===== src/rtl/gtdm_pkg.sv =====
// Shared types, constants and helper functions of the gamepad tank-drive mixer.
// Depends on nothing; every other file of the block imports it.
`default_nettype none

package gtdm_pkg;

    localparam int AXIS_W      = 11;
    localparam int LEVEL_W     = 10;
    localparam int CFG_W       = 9;
    localparam int CFG_ADDR_W  = 1;
    localparam int DUTY_W      = 13;
    localparam int PULSE_W     = 10;
    localparam int BTN_W       = 5;
    localparam int IN_TDATA_W  = 48;
    localparam int OUT_TDATA_W = 40;

    localparam logic [CFG_ADDR_W-1:0] REG_DEADBAND  = 1'b0;
    localparam logic [CFG_ADDR_W-1:0] REG_MIN_LEVEL = 1'b1;

    localparam logic [CFG_W-1:0] DEADBAND_RST  = 9'd30;
    localparam logic [CFG_W-1:0] MIN_LEVEL_RST = 9'd60;

    localparam logic [2:0] BTN_Y  = 3'd0;
    localparam logic [2:0] BTN_A  = 3'd1;
    localparam logic [2:0] BTN_B  = 3'd2;
    localparam logic [2:0] BTN_R1 = 3'd3;
    localparam logic [2:0] BTN_L1 = 3'd4;

    localparam logic signed [11:0] AXIS_LIMIT = 12'sd510;
    localparam logic [10:0]        POWER_DEN  = 11'd2046;

    localparam logic [PULSE_W-1:0] ESC_BASE       = 10'd608;
    localparam logic [PULSE_W-1:0] ESC_PULSE_MAX  = 10'd788;
    localparam logic [20:0]        ESC_OFFSET     = 21'd1256244;
    localparam logic [9:0]         ESC_SLOPE      = 10'd573;
    localparam logic [15:0]        TENTH_RECIP    = 16'd52429;

    typedef enum logic [2:0] {
        WPN_OFF = 3'b001,
        WPN_FWD = 3'b010,
        WPN_REV = 3'b100
    } weapon_mode_t;

    typedef struct packed {
        logic load_mid;
        logic load_out;
    } pipe_ctrl_t;

    function automatic logic signed [9:0] clamp_axis(input logic signed [11:0] x);
        logic signed [9:0] y;
        if (x > AXIS_LIMIT)
        begin
            y = 10'sd510;
        end
        else if (x < -AXIS_LIMIT)
        begin
            y = -10'sd510;
        end
        else
        begin
            y = x[9:0];
        end
        return y;
    endfunction

    function automatic logic [8:0] axis_mag(input logic signed [9:0] x);
        logic signed [9:0] neg;
        neg = -x;
        return x[9] ? neg[8:0] : x[8:0];
    endfunction

endpackage

`default_nettype wire


===== src/rtl/gtdm_buttons.sv =====
// Button edge detection, weapon mode and flip flag of the tank-drive mixer.
// Depends on gtdm_pkg.
`default_nettype none

module gtdm_buttons
    import gtdm_pkg::*;
(
    input  wire logic             clk,
    input  wire logic             rst_n,
    input  wire logic             accept,
    input  wire logic [BTN_W-1:0] buttons,
    output weapon_mode_t          mode_next,
    output logic                  flip_next
);

    logic [BTN_W-1:0] prev_reg;
    weapon_mode_t     mode_reg;
    logic             flip_reg;
    logic [BTN_W-1:0] rise;

    // Later edges take priority: Y, then A, then B.
    always_comb
    begin
        rise      = buttons & ~prev_reg;
        mode_next = mode_reg;
        if (rise[BTN_Y])
        begin
            mode_next = WPN_FWD;
        end
        if (rise[BTN_A])
        begin
            mode_next = WPN_REV;
        end
        if (rise[BTN_B])
        begin
            mode_next = WPN_OFF;
        end
        if (rise[BTN_R1])
        begin
            flip_next = 1'b0;
        end
        else if (rise[BTN_L1])
        begin
            flip_next = 1'b1;
        end
        else
        begin
            flip_next = flip_reg;
        end
    end

    always_ff @(posedge clk or negedge rst_n)
    begin
        if (!rst_n)
        begin
            prev_reg <= '0;
            mode_reg <= WPN_OFF;
            flip_reg <= 1'b0;
        end
        else if (accept)
        begin
            prev_reg <= buttons;
            mode_reg <= mode_next;
            flip_reg <= flip_next;
        end
    end

    a_r1_clears_flip: assert property (@(posedge clk) disable iff (!rst_n)
        accept && buttons[BTN_R1] && !prev_reg[BTN_R1] |=> !flip_reg)
        else $error("R1 rising edge did not clear the flip flag");

    a_b_stops_weapon: assert property (@(posedge clk) disable iff (!rst_n)
        accept && buttons[BTN_B] && !prev_reg[BTN_B] |=> mode_reg == WPN_OFF)
        else $error("B rising edge did not turn the weapon off");

    a_prev_tracks: assert property (@(posedge clk) disable iff (!rst_n)
        accept |=> prev_reg == $past(buttons))
        else $error("Previous button levels not captured on transfer");

endmodule

`default_nettype wire


===== src/rtl/gtdm_drive_path.sv =====
// Motor mixing path: clamping, dead band, sum and difference, power scaling
// and duty generation over a product register and a result register. Depends on gtdm_pkg.
`default_nettype none

module gtdm_drive_path
    import gtdm_pkg::*;
(
    input  wire logic                      clk,
    input  wire pipe_ctrl_t                ctrl,
    input  wire logic signed [AXIS_W-1:0]  turn_axis,
    input  wire logic signed [AXIS_W-1:0]  drive_axis,
    input  wire logic        [LEVEL_W-1:0] throttle_level,
    input  wire logic                      flip,
    input  wire logic        [CFG_W-1:0]   stick_deadband,
    input  wire logic        [CFG_W-1:0]   motor_min_level,
    output logic                           left_dir,
    output logic             [DUTY_W-1:0]  left_duty,
    output logic                           right_dir,
    output logic             [DUTY_W-1:0]  right_duty
);

    // Exact floor(p / 2046): halve, then divide by 1023 using 1023 * 1025 = 2^20 - 1
    // and one correction step.
    function automatic logic [8:0] div_power(input logic [19:0] p);
        logic [18:0] x;
        logic [29:0] t;
        logic [9:0]  q0;
        logic [19:0] r;
        logic [9:0]  q;
        x  = p[19:1];
        t  = {x, 10'b0} + 30'(x);
        q0 = t[29:20];
        r  = 20'(x) - ({q0, 10'b0} - 20'(q0));
        q  = (r >= 20'd1023) ? q0 + 10'd1 : q0;
        return q[8:0];
    endfunction

    logic signed [9:0]  turn_c, drive_c, drive_f, turn_d, drive_d;
    logic signed [10:0] sum_w, diff_w;
    logic signed [9:0]  s_c, d_c;
    logic        [10:0] factor;
    logic        [19:0] ps_next, pd_next;
    logic        [19:0] ps_reg, pd_reg;
    logic               s_neg_reg, d_pos_reg;
    logic        [8:0]  q_s, q_d;
    logic               left_dir_next, right_dir_next;
    logic [DUTY_W-1:0]  left_duty_next, right_duty_next;

    always_comb
    begin
        turn_c  = clamp_axis({turn_axis[AXIS_W-1], turn_axis});
        drive_c = clamp_axis({drive_axis[AXIS_W-1], drive_axis});
        drive_f = flip ? -drive_c : drive_c;
        drive_d = (axis_mag(drive_f) < stick_deadband) ? 10'sd0 : drive_f;
        turn_d  = (axis_mag(turn_c) < stick_deadband) ? 10'sd0 : turn_c;
        sum_w   = 11'(drive_d) + 11'(turn_d);
        diff_w  = 11'(drive_d) - 11'(turn_d);
        s_c     = clamp_axis({sum_w[10], sum_w});
        d_c     = clamp_axis({diff_w[10], diff_w});
        factor  = POWER_DEN - {1'b0, throttle_level};
        ps_next = 20'(axis_mag(s_c)) * 20'(factor);
        pd_next = 20'(axis_mag(d_c)) * 20'(factor);
    end

    always_ff @(posedge clk)
    begin
        if (ctrl.load_mid)
        begin
            ps_reg    <= ps_next;
            pd_reg    <= pd_next;
            s_neg_reg <= s_c[9];
            d_pos_reg <= !d_c[9] && (d_c != 10'sd0);
        end
    end

    // The first motor takes the negated sum, so its direction follows a negative sum.
    always_comb
    begin
        q_s             = div_power(ps_reg);
        q_d             = div_power(pd_reg);
        left_dir_next   = s_neg_reg && (q_s != 9'd0);
        right_dir_next  = d_pos_reg && (q_d != 9'd0);
        left_duty_next  = (q_s > motor_min_level) ? {q_s, 4'b0} : '0;
        right_duty_next = (q_d > motor_min_level) ? {q_d, 4'b0} : '0;
    end

    always_ff @(posedge clk)
    begin
        if (ctrl.load_out)
        begin
            left_dir   <= left_dir_next;
            left_duty  <= left_duty_next;
            right_dir  <= right_dir_next;
            right_duty <= right_duty_next;
        end
    end

endmodule

`default_nettype wire


===== src/rtl/gtdm_esc_path.sv =====
// Weapon ESC pulse path: brake slope and offset, then an exact division by 10230
// built from a divide by 1023 and a divide by ten. Depends on gtdm_pkg.
`default_nettype none

module gtdm_esc_path
    import gtdm_pkg::*;
(
    input  wire logic                clk,
    input  wire pipe_ctrl_t          ctrl,
    input  wire logic [LEVEL_W-1:0]  brake_level,
    input  wire weapon_mode_t        mode,
    output logic      [PULSE_W-1:0]  esc_pulse
);

    logic [19:0] slope;
    logic [20:0] num_next;
    logic [20:0] num_reg;
    logic [30:0] t;
    logic [10:0] q0;
    logic [21:0] r;
    logic [10:0] q1023;
    logic [26:0] tenth;
    logic [PULSE_W-1:0] pulse_next;

    always_comb
    begin
        slope = 20'(ESC_SLOPE) * 20'(brake_level);
        case (mode)
            WPN_FWD: num_next = ESC_OFFSET + 21'(slope);
            WPN_REV: num_next = ESC_OFFSET - 21'(slope);
            default: num_next = '0;
        endcase
    end

    always_ff @(posedge clk)
    begin
        if (ctrl.load_mid)
        begin
            num_reg <= num_next;
        end
    end

    always_comb
    begin
        t          = {num_reg, 10'b0} + 31'(num_reg);
        q0         = t[30:20];
        r          = 22'(num_reg) - ({q0, 10'b0} - 22'(q0));
        q1023      = (r >= 22'd1023) ? q0 + 11'd1 : q0;
        tenth      = 27'(q1023) * 27'(TENTH_RECIP);
        pulse_next = ESC_BASE + 10'(tenth[26:19]);
    end

    always_ff @(posedge clk)
    begin
        if (ctrl.load_out)
        begin
            esc_pulse <= pulse_next;
        end
    end

endmodule

`default_nettype wire


===== src/rtl/gamepad_tank_drive_mixer_core.sv =====
// Gamepad tank-drive mixer, top level: stream ports, configuration registers,
// input register and pipeline control. Depends on gtdm_pkg, gtdm_buttons,
// gtdm_drive_path and gtdm_esc_path.
//
// Each gamepad report taken in a transfer on the slave side gives exactly one
// result on the master side via the input, product and result registers.
// The block takes one report in every cycle while the output is not stalled:
// the input register, the product register of the mixing and ESC paths and
// the result register form a three-stage pipeline with per-stage valid bits,
// so a stalled result holds only the stages behind it. Button edges, weapon
// mode and flip flag are updated at the input transfer, in report order. The
// user must write the dead band and minimum motor level registers through the
// configuration port while no report is in flight (not enforced by the block).
`default_nettype none

module gamepad_tank_drive_mixer_core
    import gtdm_pkg::*;
(
    input  wire logic                   clk,
    input  wire logic                   rst_n,
    input  wire logic                   s_axis_tvalid,
    output logic                        s_axis_tready,
    // turn_axis[10:0], drive_axis[21:11], throttle_level[31:22],
    // brake_level[41:32], btn_y[42], btn_a[43], btn_b[44], btn_r1[45],
    // btn_l1[46], zero[47]
    input  wire logic [IN_TDATA_W-1:0]  s_axis_tdata,
    output logic                        m_axis_tvalid,
    input  wire logic                   m_axis_tready,
    // left_dir[0], left_duty[13:1], right_dir[14], right_duty[27:15],
    // esc_pulse[37:28], zero[39:38]
    output logic [OUT_TDATA_W-1:0]      m_axis_tdata,
    input  wire logic                   cfg_we,
    input  wire logic [CFG_ADDR_W-1:0]  cfg_addr,
    input  wire logic [CFG_W-1:0]       cfg_wdata
);

    logic [CFG_W-1:0]          deadband_reg;
    logic [CFG_W-1:0]          min_level_reg;

    logic                      v_in_reg, v_in_next;
    logic                      v_mid_reg, v_mid_next;
    logic                      out_valid_reg, out_valid_next;
    logic                      load_in;
    pipe_ctrl_t                ctrl;

    logic signed [AXIS_W-1:0]  turn_reg;
    logic signed [AXIS_W-1:0]  drive_reg;
    logic [LEVEL_W-1:0]        throttle_reg;
    logic [LEVEL_W-1:0]        brake_reg;
    weapon_mode_t              mode_in_reg;
    logic                      flip_in_reg;

    weapon_mode_t              mode_next;
    logic                      flip_next;

    logic                      left_dir, right_dir;
    logic [DUTY_W-1:0]         left_duty, right_duty;
    logic [PULSE_W-1:0]        esc_pulse;

    always_ff @(posedge clk or negedge rst_n)
    begin
        if (!rst_n)
        begin
            deadband_reg  <= DEADBAND_RST;
            min_level_reg <= MIN_LEVEL_RST;
        end
        else if (cfg_we)
        begin
            case (cfg_addr)
                REG_DEADBAND:  deadband_reg  <= cfg_wdata;
                REG_MIN_LEVEL: min_level_reg <= cfg_wdata;
                default:       deadband_reg  <= deadband_reg;
            endcase
        end
    end

    always_comb
    begin
        ctrl.load_out  = v_mid_reg && (!out_valid_reg || m_axis_tready);
        ctrl.load_mid  = v_in_reg && (!v_mid_reg || ctrl.load_out);
        s_axis_tready  = !v_in_reg || ctrl.load_mid;
        load_in        = s_axis_tvalid && s_axis_tready;
        v_in_next      = load_in ? 1'b1 : (ctrl.load_mid ? 1'b0 : v_in_reg);
        v_mid_next     = ctrl.load_mid ? 1'b1 : (ctrl.load_out ? 1'b0 : v_mid_reg);
        out_valid_next = ctrl.load_out ? 1'b1 : (m_axis_tready ? 1'b0 : out_valid_reg);
    end

    always_ff @(posedge clk or negedge rst_n)
    begin
        if (!rst_n)
        begin
            v_in_reg      <= 1'b0;
            v_mid_reg     <= 1'b0;
            out_valid_reg <= 1'b0;
        end
        else
        begin
            v_in_reg      <= v_in_next;
            v_mid_reg     <= v_mid_next;
            out_valid_reg <= out_valid_next;
        end
    end

    gtdm_buttons u_buttons (
        .clk       (clk),
        .rst_n     (rst_n),
        .accept    (load_in),
        .buttons   (s_axis_tdata[46:42]),
        .mode_next (mode_next),
        .flip_next (flip_next)
    );

    always_ff @(posedge clk)
    begin
        if (load_in)
        begin
            turn_reg     <= s_axis_tdata[10:0];
            drive_reg    <= s_axis_tdata[21:11];
            throttle_reg <= s_axis_tdata[31:22];
            brake_reg    <= s_axis_tdata[41:32];
            mode_in_reg  <= mode_next;
            flip_in_reg  <= flip_next;
        end
    end

    gtdm_drive_path u_drive (
        .clk             (clk),
        .ctrl            (ctrl),
        .turn_axis       (turn_reg),
        .drive_axis      (drive_reg),
        .throttle_level  (throttle_reg),
        .flip            (flip_in_reg),
        .stick_deadband  (deadband_reg),
        .motor_min_level (min_level_reg),
        .left_dir        (left_dir),
        .left_duty       (left_duty),
        .right_dir       (right_dir),
        .right_duty      (right_duty)
    );

    gtdm_esc_path u_esc (
        .clk         (clk),
        .ctrl        (ctrl),
        .brake_level (brake_reg),
        .mode        (mode_in_reg),
        .esc_pulse   (esc_pulse)
    );

    assign m_axis_tvalid = out_valid_reg;
    assign m_axis_tdata  = {2'b00, esc_pulse, right_duty, right_dir, left_duty, left_dir};

    a_mid_held: assert property (@(posedge clk) disable iff (!rst_n)
        v_mid_reg && out_valid_reg && !m_axis_tready |=> v_mid_reg)
        else $error("Pipeline stage dropped while the result was stalled");

    a_in_held: assert property (@(posedge clk) disable iff (!rst_n)
        v_in_reg && !s_axis_tready |=> v_in_reg)
        else $error("Input stage dropped while the pipeline was stalled");

    a_esc_range: assert property (@(posedge clk) disable iff (!rst_n)
        out_valid_reg |-> (esc_pulse >= ESC_BASE) && (esc_pulse <= ESC_PULSE_MAX))
        else $error("ESC pulse outside its range");

    a_duty_grain: assert property (@(posedge clk) disable iff (!rst_n)
        out_valid_reg |-> (left_duty[3:0] == 4'd0) && (right_duty[3:0] == 4'd0))
        else $error("Motor duty not a multiple of sixteen");

endmodule

`default_nettype wire


===== config.mk =====
export PLATFORM = sky130hd
export DESIGN_NAME = gamepad_tank_drive_mixer_core
export DESIGN_NICKNAME = d
export VERILOG_FILES = /design/src/rtl/gtdm_pkg.sv /design/src/rtl/gtdm_buttons.sv /design/src/rtl/gtdm_drive_path.sv /design/src/rtl/gtdm_esc_path.sv /design/src/rtl/gamepad_tank_drive_mixer_core.sv
export SDC_FILE = /design/constraint.sdc
export NUM_CORES = 1
export LEC_CHECK = 0
export ABC_AREA = 1
export BUFFER_PORTS_ARGS = -buffer_cell sky130_fd_sc_hd__buf_2
export CORE_ASPECT_RATIO = 1.5
export CORE_MARGIN = 2
export CORE_UTILIZATION = 70
export CTS_CLUSTER_DIAMETER = 200
export DETAILED_ROUTE_END_ITERATION = 7
export PLACE_DENSITY_LB_ADDON = 0.15
export SYNTH_ARGS = -nofsm -noshare
export SYNTH_HDL_FRONTEND = slang
export SYNTH_SLANG_ARGS = --single-unit

===== constraint.sdc =====
create_clock -name clk -period 26.1 [get_ports clk]
set_input_delay 5.22 -clock clk [delete_from_list [all_inputs] [get_ports clk]]
set_output_delay 5.22 -clock clk [all_outputs]
set_load 0.02 [all_outputs]

# --- Yosys cells after proc, flatten, opt, wreduce, memory -nomap -nowiden ---
# Cells that the tools add are included.
op_classes:
  addsub: 23
  n_mul: 4
  magnitude_cmp: 15
  n_eq_ne: 2
  mux: 30
  bitwise_logic: 3
  n_reduce_logical: 21
op_table:
  columns: ["cell", "n"]
  rows:
  - ["10-bit 2-to-1 mux", 11]
  - ["29-bit by 19-bit adder with 30-bit output", 2]
  - ["9-bit 2-to-1 mux", 6]
  - ["11-bit by 10-bit > comparator with 1-bit output (second input constant)", 4]
  - ["11-bit by 10-bit less-than comparator with 1-bit output (second input constant)", 4]
  - ["21-bit case mux with 2 select lines", 1]
  - ["20-bit by 10-bit >= comparator with 1-bit output (second input constant)", 2]
  - ["9-bit by 11-bit multiplier with 20-bit output", 2]
  - ["19-bit by 20-bit subtractor with 20-bit output", 2]
  - ["20-bit by 10-bit subtractor with 20-bit output", 2]
  - ["9-bit negator", 4]
  - ["31-bit by 21-bit adder with 31-bit output", 1]
  - ["11-bit by 16-bit multiplier with 27-bit output (second input constant)", 1]
  - ["22-bit by 10-bit >= comparator with 1-bit output (second input constant)", 1]
  - ["21-bit by 11-bit subtractor with 22-bit output", 1]
  - ["21-bit by 22-bit subtractor with 22-bit output", 1]
  - ["21-bit by 20-bit adder with 21-bit output (first input constant)", 1]
  - ["21-bit by 20-bit subtractor with 21-bit output (first input constant)", 1]
  - ["10-bit by 10-bit multiplier with 20-bit output (first input constant)", 1]
  - ["9-bit by 1-bit adder with 9-bit output (second input constant)", 2]
  - ["9-bit > comparator", 2]
  - ["9-bit less-than comparator", 2]
  - ["9-bit nonzero test", 2]
  - ["10-bit by 10-bit adder with 11-bit output", 1]
  - ["other kinds (19)", 41]
totals:
  ff_bits: 177
  inputBits: 63
  output_inout_bits: 42

# --- Longest topological paths before layout ---
# Gate-level depths: netlist of the first run.
logic_depth:
  word_depth: 16
  ltp_mapped: 75

# --- Modules after synthesis ---
# From an unflattened synthesis of the first run, not the netlist that was laid out.
hier_totals:
  hier_cells: 3896
  hier_area_um2: 28409.7
modules_own_cells:
  columns: ["mod", "n_inst", "cells_each", "area_each_um2", "seq_area_each_um2"]
  rows:
  - ["gtdm_drive_path", 1, 2391, 16385.7, 1801.7]
  - ["gtdm_esc_path", 1, 1314, 9267.6, 900.9]
  - ["gamepad_tank_drive_mixer_core", 1, 136, 2329.7, 1916.8]
  - ["gtdm_buttons", 1, 55, 426.7, 226.5]

# --- Least setup slack after synthesis of the first run ---
# OpenSTA, ideal clock, no wires.
synth_timing:
  kind: "input to output"
  startpoint: "in m_axis_tready"
  endpoint: "out s_axis_tready"
  t_arrival_ns: 5.607
  required_time_ns: 20.880
  setup_slack_ns: 15.273
  path_stages: 4
  n_path_buf: 0
  path_cell_list: "inv_1 > nand2_1 > nor2_1 > nand2_1"
synth_between:
  elab_chain_cells: 5
synth_lines:
  columns: ["item", "line_no", "rtl"]
  rows:
  - ["from (decl)", "gamepad_tank_drive_mixer_core.sv:28", "input wire logic m_axis_tready,"]
  - ["1-bit logical OR", "gamepad_tank_drive_mixer_core.sv:79", "ctrl.load_out = v_mid_reg && (!out_valid_reg || m_axis_tready);"]
  - ["1-bit logical AND", "gamepad_tank_drive_mixer_core.sv:79", null]
  - ["1-bit logical OR", "gamepad_tank_drive_mixer_core.sv:80", "ctrl.load_mid = v_in_reg && (!v_mid_reg || ctrl.load_out);"]
  - ["1-bit logical AND", "gamepad_tank_drive_mixer_core.sv:80", null]
  - ["1-bit logical OR", "gamepad_tank_drive_mixer_core.sv:81", "s_axis_tready = !v_in_reg || ctrl.load_mid;"]
  - ["to (decl)", "gamepad_tank_drive_mixer_core.sv:22", "output logic s_axis_tready,"]
# No other way between the ends.

# --- Worst setup path in the final report of the first run ---
layout_timing:
  startpoint: "reg drive_reg[3]"
  endpoint: "reg u_drive.ps_reg[17] (data pin)"
layout_between:
  elab_chain_cells: 16
  elab_cells_between_ends: 18
  classes_between: "4 x add/sub; 1 x mul; 5 x order compare; 8 x mux"
layout_lines:
  columns: ["item", "line_no", "rtl"]
  rows:
  - ["from (decl)", "gamepad_tank_drive_mixer_core.sv:47", "logic signed [AXIS_W-1:0] drive_reg;"]
  - ["from (signal assigned)", "gamepad_tank_drive_mixer_core.sv:118", "drive_reg <= s_axis_tdata[21:11];"]
  - ["11-bit by 10-bit less-than comparator with 1-bit output", "gtdm_pkg.sv:55", "else if (x < -AXIS_LIMIT)"]
  - ["10-bit 2-to-1 mux", "gtdm_pkg.sv:55", null]
  - ["10-bit 2-to-1 mux (*)", "gtdm_pkg.sv:51", "if (x > AXIS_LIMIT)"]
  - ["10-bit negator", "gtdm_drive_path.sv:53", "drive_f = flip ? -drive_c : drive_c;"]
  - ["10-bit 2-to-1 mux (*)", "gtdm_drive_path.sv:53", null]
  - ["9-bit negator", "gtdm_pkg.sv:68", "neg = -x;"]
  - ["9-bit 2-to-1 mux", "gtdm_pkg.sv:69", "return x[9] ? neg[8:0] : x[8:0];"]
  - ["9-bit less-than comparator", "gtdm_drive_path.sv:54", "drive_d = (axis_mag(drive_f) < stick_deadband) ? 10'sd0 : drive_f;"]
  - ["10-bit 2-to-1 mux (*)", "gtdm_drive_path.sv:54", null]
  - ["10-bit by 10-bit adder with 11-bit output (*)", "gtdm_drive_path.sv:56", "sum_w = 11'(drive_d) + 11'(turn_d);"]
  - ["11-bit by 10-bit less-than comparator with 1-bit output", "gtdm_pkg.sv:55", null]
  - ["10-bit 2-to-1 mux", "gtdm_pkg.sv:55", null]
  - ["10-bit 2-to-1 mux (*)", "gtdm_pkg.sv:51", null]
  - ["9-bit negator", "gtdm_pkg.sv:68", null]
  - ["9-bit 2-to-1 mux (*)", "gtdm_pkg.sv:69", null]
  - ["9-bit by 11-bit multiplier with 20-bit output (*)", "gtdm_drive_path.sv:61", "ps_next = 20'(axis_mag(s_c)) * 20'(factor);"]
  - ["named net u_drive.ps_next[17]", "gtdm_drive_path.sv:42", "logic [19:0] ps_next, pd_next;"]
  - ["to (signal assigned)", "gtdm_drive_path.sv:69", "ps_reg <= ps_next;"]
  - ["to (decl)", "gtdm_drive_path.sv:43", "logic [19:0] ps_reg, pd_reg;"]
# The timed path passes the listed nets; every way through them passes the cells marked *.
# A chain may end at the register's enable or synchronous reset.

==> metrics.md, run 1 <==
| Metric | Value |
|---|---|
| CTS buffer count | 17 |
| Mapped Area | 0.0269 mm2 |
| Row count | 87 |
| RR Startpoint | drive_reg[3] |
| Most frequent CP cell | nand2_1 |
| GR Overflow Total | 0 |
| Root buffer cell | clkbuf_16 |
| Clock sink count | 166 |
| Setup TNS | 0 ns |
| Post-synth top area share | 0.197 |
| Initial antenna violation count | 0 |
| Critical Path Max Stage Delay | 0.59 ns |
| Most frequent cells after synthesis | inv_1 (762), nand2_1 (702), ha_1 (422) |
| Final Worst Setup Slack | 13.47 ns |
| Slew Limit Fails | 0 |
| Hold Path Sink | u_buttons.mode_reg[0] |
| Cts hold-fix bufs | 0 |
| Unrepaired setup endpoints after global routing | no |
| Crit-path slowest cell | o21ai_2 |
| Main synth FF type | edfxtp_1 |
| Max-cap viol count | 0 |
| DRC viols | 0 |
| Io pins | roughly 110 |
| Initial cell density of the core | 0.711 |
| DRT iter0 DRCs | 1538 |
| HP Class | reg2reg |
| Vias per std cell | 5.65 |
| Reg2Reg Capture Point | u_drive.ps_reg[17] |
| Hold Path Origin | u_buttons.mode_reg[0] |
| Metal3 WL | 2.86 mm |
| Largest net degree at the start of global routing | a little over 60 |
| Worst-Margin Slew | 1.19 ns |
| H-tree Lvls | 4 |
| Port bufs | 92 |
| Die Y | 244 um |
| Clock transition at path regs | approximately 0.080 ns |
| Dpl ws | 13.76 ns |
| Yosys top cell by area | ha_1 |
| Final setup vio count | 0 |
| Post-synthesis sequential area ratio | 0.180 |
| DRT antenna net count | 0 |
| CP Max Fanout | 12 |
| GP Congestion | 0.975 |
| Mapped Avg Cell Area | 7.54 um2 |
| Die ar. | 0.0400 mm2 |
| Number of global-route vias before repair | 24194 |
| Worst clock skew | 0.0175 ns |
| Adder-Cell Fraction of Synth Area | 0.339 |
| Syn Inst Count | 3564 |
| Run status | completed |
| Register area | 0.00485 mm2 |
| Most frequent cell after synthesis | inv_1 |
| Setup crit end kind | flop |
| Complex-gate fraction of the synthesized area | 0.0888 |
| First-pass GRT wire length | between 100 and 150 mm |
| Post-synth EDFFs | ~140 |
| Top Metal Used | met4 |
| DRT Pass-1 Iters | 8 |
| Post-Synth Simple-Gate Area | 0.219 |
| Synth warn | 0 |
| Clock Latency Late Sink | 0.46 ns |
| Setup bufs post-CTS | 0 |
| XOR/XNOR Fraction of Synth Area | 0.0554 |
| CP startpoint kind | flop |
| CORE AREA | 0.0378 mm2 |
| Final WL | 65.7 mm |
| Synth area leaders | ha_1 (20%), edfxtp_1 (15%), fa_1 (14%) |
| FF+latch count, synth | 166 |
| Setup CP Type | reg2reg |
| Hold depth | 2 |
| Max FFs per register | 21 |
| Final hold violation count | 0 |
| Max clock buf depth | 2 |
| Slew HR | 0.202 |
| Fmax | 0.0792 GHz |
| Global-route usage over all layers | 0.342 |
| Synth cell types | 69 |
| Period utilisation layout | 0.484 |
| Area of the multi-input gates | 0.0189 mm2 |
| Routed WL per cell | 15.8 um |
| Mux cell area share after synthesis | 0 |
| Post-DP HPWL | around 55 mm |
| Die Span X | 164 um |
| Final net count | 4341 |
| CTS resizes | 0 |
| Fill count | 2900 |
| Routed length on met1 | 23.5 mm |
| Min Tclk post-route | 12.63 ns |
| Antenna diode count | 0 |
| Area grow syn2layout | 6.19% |
| Total number of vias | 23524 |
| Worst Path Required | 26.31 ns |
| Critical Path AT | 12.83 ns |
| R2R depth | 61 |
| Flop-to-flop setup slack | 13.47 ns |
| CTS tree | built |
| Ys async rst share | 0.181 |
| Largest family of logic cells by synthesized area | adder cells |
| Fraction of layout cells with a size suffix above 1 | 0.0623 |
| Metal2 WL | 34.5 mm |
layout make-up:
| type | instances | share of cell area |
|---|---|---|
| inverter | 783 | 0.103 |
| clock buffer | 17 | 0.0149 |
| sequential | 166 | 0.170 |
| clock inverter | 15 | 0.00715 |
| multi-input combinational | 2592 | 0.664 |
| timing repair buffer | 105 | 0.0196 |
| tap | 489 | 0.0215 |
cells in the final DEF (no fill, tap or decap), drive strengths merged, types with 16 or more instances in the layout:
cell and instances:
a21oi 197, nor2 347, nand2 720, nor3 45
o21ai 133, nand3 163, buf 105, dfrtp 21
fa 191, ha 422, edfxtp 136, nand3b 16
inv 784, xor2 102, nand4 47, xnor2 68
clkbuf 17, or2 19
worst max-delay path: cells and delay by family (launching register included):
family,cells,cell delay (ns)
fa+ha+maj,11,4.16
buf+inv,9,0.98
flops,1,0.38
simple gates,27,3.44
xor+xnor,2,0.29
compound gates,12,3.12
layer usage:
metal  vias up  global-route usage
met5         -                   0
met2       799               0.642
met4         0               0.230
met1     10875               0.348
met3       303              0.0390
li1      11547                   -
worst max-delay path by stage:
stage             startpoint                 end  slack (ns)
3_3_place_gp    drive_reg[6]  u_drive.ps_reg[17]       14.11
4_1_cts         drive_reg[3]  u_drive.ps_reg[17]       13.67
2_1_floorplan  m_axis_tready       s_axis_tready       15.27
3_5_place_dp    drive_reg[3]  u_drive.ps_reg[17]       13.76
6_report        drive_reg[3]  u_drive.ps_reg[17]       13.47
5_1_grt         drive_reg[2]  u_drive.ps_reg[17]       12.42
per-stage QoR:
stage | std cells | instance area [um2] | hold slack [ns] | util
after floorplan | 3573 | 26900 | 0.433 | -
after global placement | 4135 | 27900 | 0.458 | 0.738
after detailed placement | 4135 | 27900 | 0.470 | 0.738
after CTS | 4167 | 28500 | 0.490 | 0.755
after global routing | 4167 | 28500 | 0.511 | 0.755
final | 4167 | 28500 | 0.485 | 0.755
logic make-up (layout without fill, tap and decap cells):
kind of cell    count (synthesis)  count (layout)
compound gates                418             418
xor+xnor                      170             170
fa+ha+maj                     613             613
buf+inv                       815             920
flops                         166             166
other cells                     2              11
simple gates                 1380            1380
Power of run 1 is not shown: default switching activity piles up to over one toggle a cycle in this logic, so the estimate is an artifact.
==> run 2, diff against run 1 <==
--- a/config.mk
+++ b/config.mk
@@ -5,11 +5,11 @@
 export SDC_FILE = /design/constraint.sdc
 export NUM_CORES = 1
 export LEC_CHECK = 0
-export ABC_AREA = 1
+export ABC_AREA = 0
 export BUFFER_PORTS_ARGS = -buffer_cell sky130_fd_sc_hd__buf_2
 export CORE_ASPECT_RATIO = 1.5
 export CORE_MARGIN = 2
-export CORE_UTILIZATION = 70
+export CORE_UTILIZATION = 59
 export CTS_CLUSTER_DIAMETER = 200
 export DETAILED_ROUTE_END_ITERATION = 7
 export PLACE_DENSITY_LB_ADDON = 0.15
==> constraint.sdc (replaced) <==
create_clock -name clk -period 11.15 [get_ports clk]
set_input_delay 2.23 -clock clk [delete_from_list [all_inputs] [get_ports clk]]
set_output_delay 2.23 -clock clk [all_outputs]
set_load 0.02 [all_outputs]
==> run 2 against run 1 <==
The run now ends with negative setup slack left. Clock skew rose by 0.0020 ns. Flip-flop and latch count stayed put. Via count up 4.2%. Synthesized area is 0.41% lower. Highest routed layer is now met5. Hold slack improved by 0.018 ns. Worst setup slack worse by 14 ns. Critical path type unchanged.
==> metrics.md, run 2 <==
| Metric | Value |
|---|---|
| HP Class | reg2reg |
| Ys async rst share | 0.181 (unchanged) |
| Clock transition at path regs | 0.07 ns (about the same) |
| Max FFs per register | 21 (unchanged) |
| DRT Pass-1 Iters | 8 (unchanged) |
| Final setup vio count | 10 (+10) |
| Synth warn | 0 (unchanged) |
| Clock Latency Late Sink | 0.46 ns (about the same) |
| Worst clock skew | 0.0195 ns (+0.00204 ns) |
| CTS buffer count | 17 (unchanged) |
| Root buffer cell | clkbuf_16 |
| Initial antenna violation count | 6 (+6) |
| Fraction of layout cells with a size suffix above 1 | 0.258 (+0.196) |
| Die Span X | 178 um (+8.5%) |
| Port bufs | 92 (unchanged) |
| Post-DP Area | 0.0301 mm2 (+7.8%) |
| Design area | 0.0333 mm2 (+17%) |
| Setup CP Type | reg2reg |
| Final hold violation count | 0 (unchanged) |
| Mapped Area | 0.0268 mm2 (-0.41%) |
| Clock sink count | 166 (unchanged) |
| Slew HR | 0.138 (-0.0637) |
| Register area | 0.00485 mm2 (unchanged) |
| Main synth FF type | edfxtp_1 |
| Synth cell types | 98 (+42%) |
| Critical Path AT | 11.67 ns (-1.16 ns) |
| Most frequent cell after synthesis | inv_1 |
| Area of the multi-input gates | 0.0211 mm2 (+12%) |
| Final net count | 4251 (-2.1%) |
| Final WL | 75.9 mm (+15%) |
| Io pins | 105 (unchanged) |
| Syn Inst Count | 3080 (-14%) |
| Area grow syn2layout | 24.3% |
| Initial cell density of the core | 0.597 (-0.114) |
| CTS tree | built |
| Fill count | 3260 (+12%) |
| Most frequent CP cell | buf_4 |
| DRT antenna net count | 0 (unchanged) |
| Post-synthesis sequential area ratio | 0.181 (+0.000734) |
| Vias per std cell | 5.87 (+4.0%) |
| Hold_ws | 0.503 ns (+0.0180 ns) |
| Min Tclk post-route | 11.39 ns (-1.24 ns) |
| First-pass GRT wire length | 118 mm (+8.1%) |
| Die Y | 265 um (+8.6%) |
| Largest net degree at the start of global routing | 62 (unchanged) |
| H-tree Lvls | 4 (unchanged) |
| Post-DP HPWL | 59.3 mm (+7.8%) |
| Global-route usage over all layers | 0.312 (-0.0295) |
| CP startpoint kind | flop |
| Total number of vias | 24508 (+4.2%) |
| Die ar. | 0.0471 mm2 (+18%) |
| CORE AREA | 0.0448 mm2 (+19%) |
| Number of global-route vias before repair | 24761 (+2.3%) |
| Period utilisation layout | 1.02 (+0.537) |
| Setup TNS | -1.14 ns (-1.14 ns) |
| Most frequent cells in the layout | inv_1 (463), buf_4 (439), ha_1 (388) |
| Routed WL per cell | 18.2 um (+15%) |
| Critical Path Max Stage Delay | 0.55 ns (-0.04 ns) |
| FF+latch count, synth | 166 (unchanged) |
| Synth area leaders | ha_1 (20%), edfxtp_1 (15%), fa_1 (14%) |
| DRC viols | 0 (unchanged) |
| Fmax | 0.0878 GHz (+11%) |
| Leading cell type in the layout, fill and taps excluded | inv_1 |
| Unrepaired setup endpoints after global routing | yes |
| DRT iter0 DRCs | 1163 (-24%) |
| Max-cap viol count | 0 (unchanged) |
| Post-synth top area share | 0.197 (+0.000800) |
| CP Max Fanout | 5 (-7) |
| Run status | finished, violations left |
| Max clock buf depth | 2 (unchanged) |
| Worst Path Required | 11.44 ns (-14.87 ns) |
| Crit-path slowest cell | fa_1 |
| Setup crit end kind | flop |
| Yosys top cell by area | ha_1 |
| GR Overflow Total | 0 (unchanged) |
| Worst-Margin Slew | 1.29 ns (+0.0939 ns) |
| Most frequent cells after synthesis | inv_1 (491), ha_1 (422), nor2_1 (227) |
| GP Congestion | 0.959 (-1.7%) |
| Mapped Avg Cell Area | 8.69 um2 (+15%) |
| Post-synth EDFFs | 136 (unchanged) |
| Final Worst Setup Slack | -0.236 ns (-13.71 ns) |
| Violations in the final reports | negative setup slack |
| Row count | 95 (+9.2%) |
| Slew Limit Fails | 0 (unchanged) |
-- run 2: final timing paths --
check                                 startpoint                    end  slack [ns]  cells past startpoint
setup / recovery                    drive_reg[2]     u_drive.ps_reg[18]       -0.24                     58
hold / removal             u_buttons.prev_reg[1]  u_buttons.prev_reg[1]        0.50                      1
setup reg to reg                    drive_reg[2]     u_drive.ps_reg[18]       -0.24                     58
hold reg to reg            u_buttons.prev_reg[1]  u_buttons.prev_reg[1]        0.50                      1
max in group asynchronous                  rst_n       min_level_reg[8]        8.90                      1
min in group asynchronous                  rst_n  u_buttons.prev_reg[4]        1.81                      1
-- run 2: per-layer routing --
metal	vias up	global-route usage	wire length, um
li1	11655	-	-
met1	11848	0.315	27000
met2	699	0.591	40700
met3	302	0.0327	2470
met4	4	0.212	5640
met5	-	0	22
-- run 2: stage by stage --
stage / instances / utilization / setup WS [ns]
after detailed placement: 3990 / 0.671 / -0.646
after CTS: 4104 / 0.706 / 0.000464
after global placement: 3990 / 0.671 / -0.378
after global routing: 4174 / 0.742 / -0.710
final: 4174 / 0.742 / -0.236
after floorplan: 3089 / - / -0.0251
-- run 2: timing repair --
action	4_1_cts	5_1_grt
resized for setup	96	235
setup buffers	82	75
cloned	0	1
hold buffers	0	0
pin swaps	69	202
endpoints found under the setup margin	24	30
-- run 2: cell type report --
cell class	count	share of cell area
diodes	4	0.000301
clock buffers	17	0.0128
clock inverters	15	0.00545
inverters	492	0.0556
multi-input cells	2339	0.635
flip-flops and latches	166	0.146
well taps	582	0.0219
repair buffers	559	0.124
-- run 2: cells by family (layout without fill, tap and decap cells) --
| logic type | Yosys count | after routing | share of synthesized area |
|---|---|---|---|
| AND/OR/NAND/NOR | 863 | 863 | 0.160 |
| adder cells (fa/ha/maj) | 613 | 613 | 0.340 |
| flip-flops | 166 | 166 | 0.181 |
| XOR/XNOR | 184 | 184 | 0.0605 |
| multiplexers | 28 | 28 | 0.0114 |
| AO/OA/AOI/OAI | 640 | 640 | 0.163 |
| other | 2 | 15 | 0.000281 |
| buffers and inverters | 584 | 1083 | 0.0841 |
-- run 2: worst max-delay path, delay by kind of cell, from the launching register on --
family	cells	cell delay [ns]
compound gates	22	3.44
flops	1	0.43
buf+inv	17	1.95
fa+ha+maj	8	3.18
simple gates	10	2.05
xor+xnor	1	0.19
Power of run 2 is left out for the same reason.
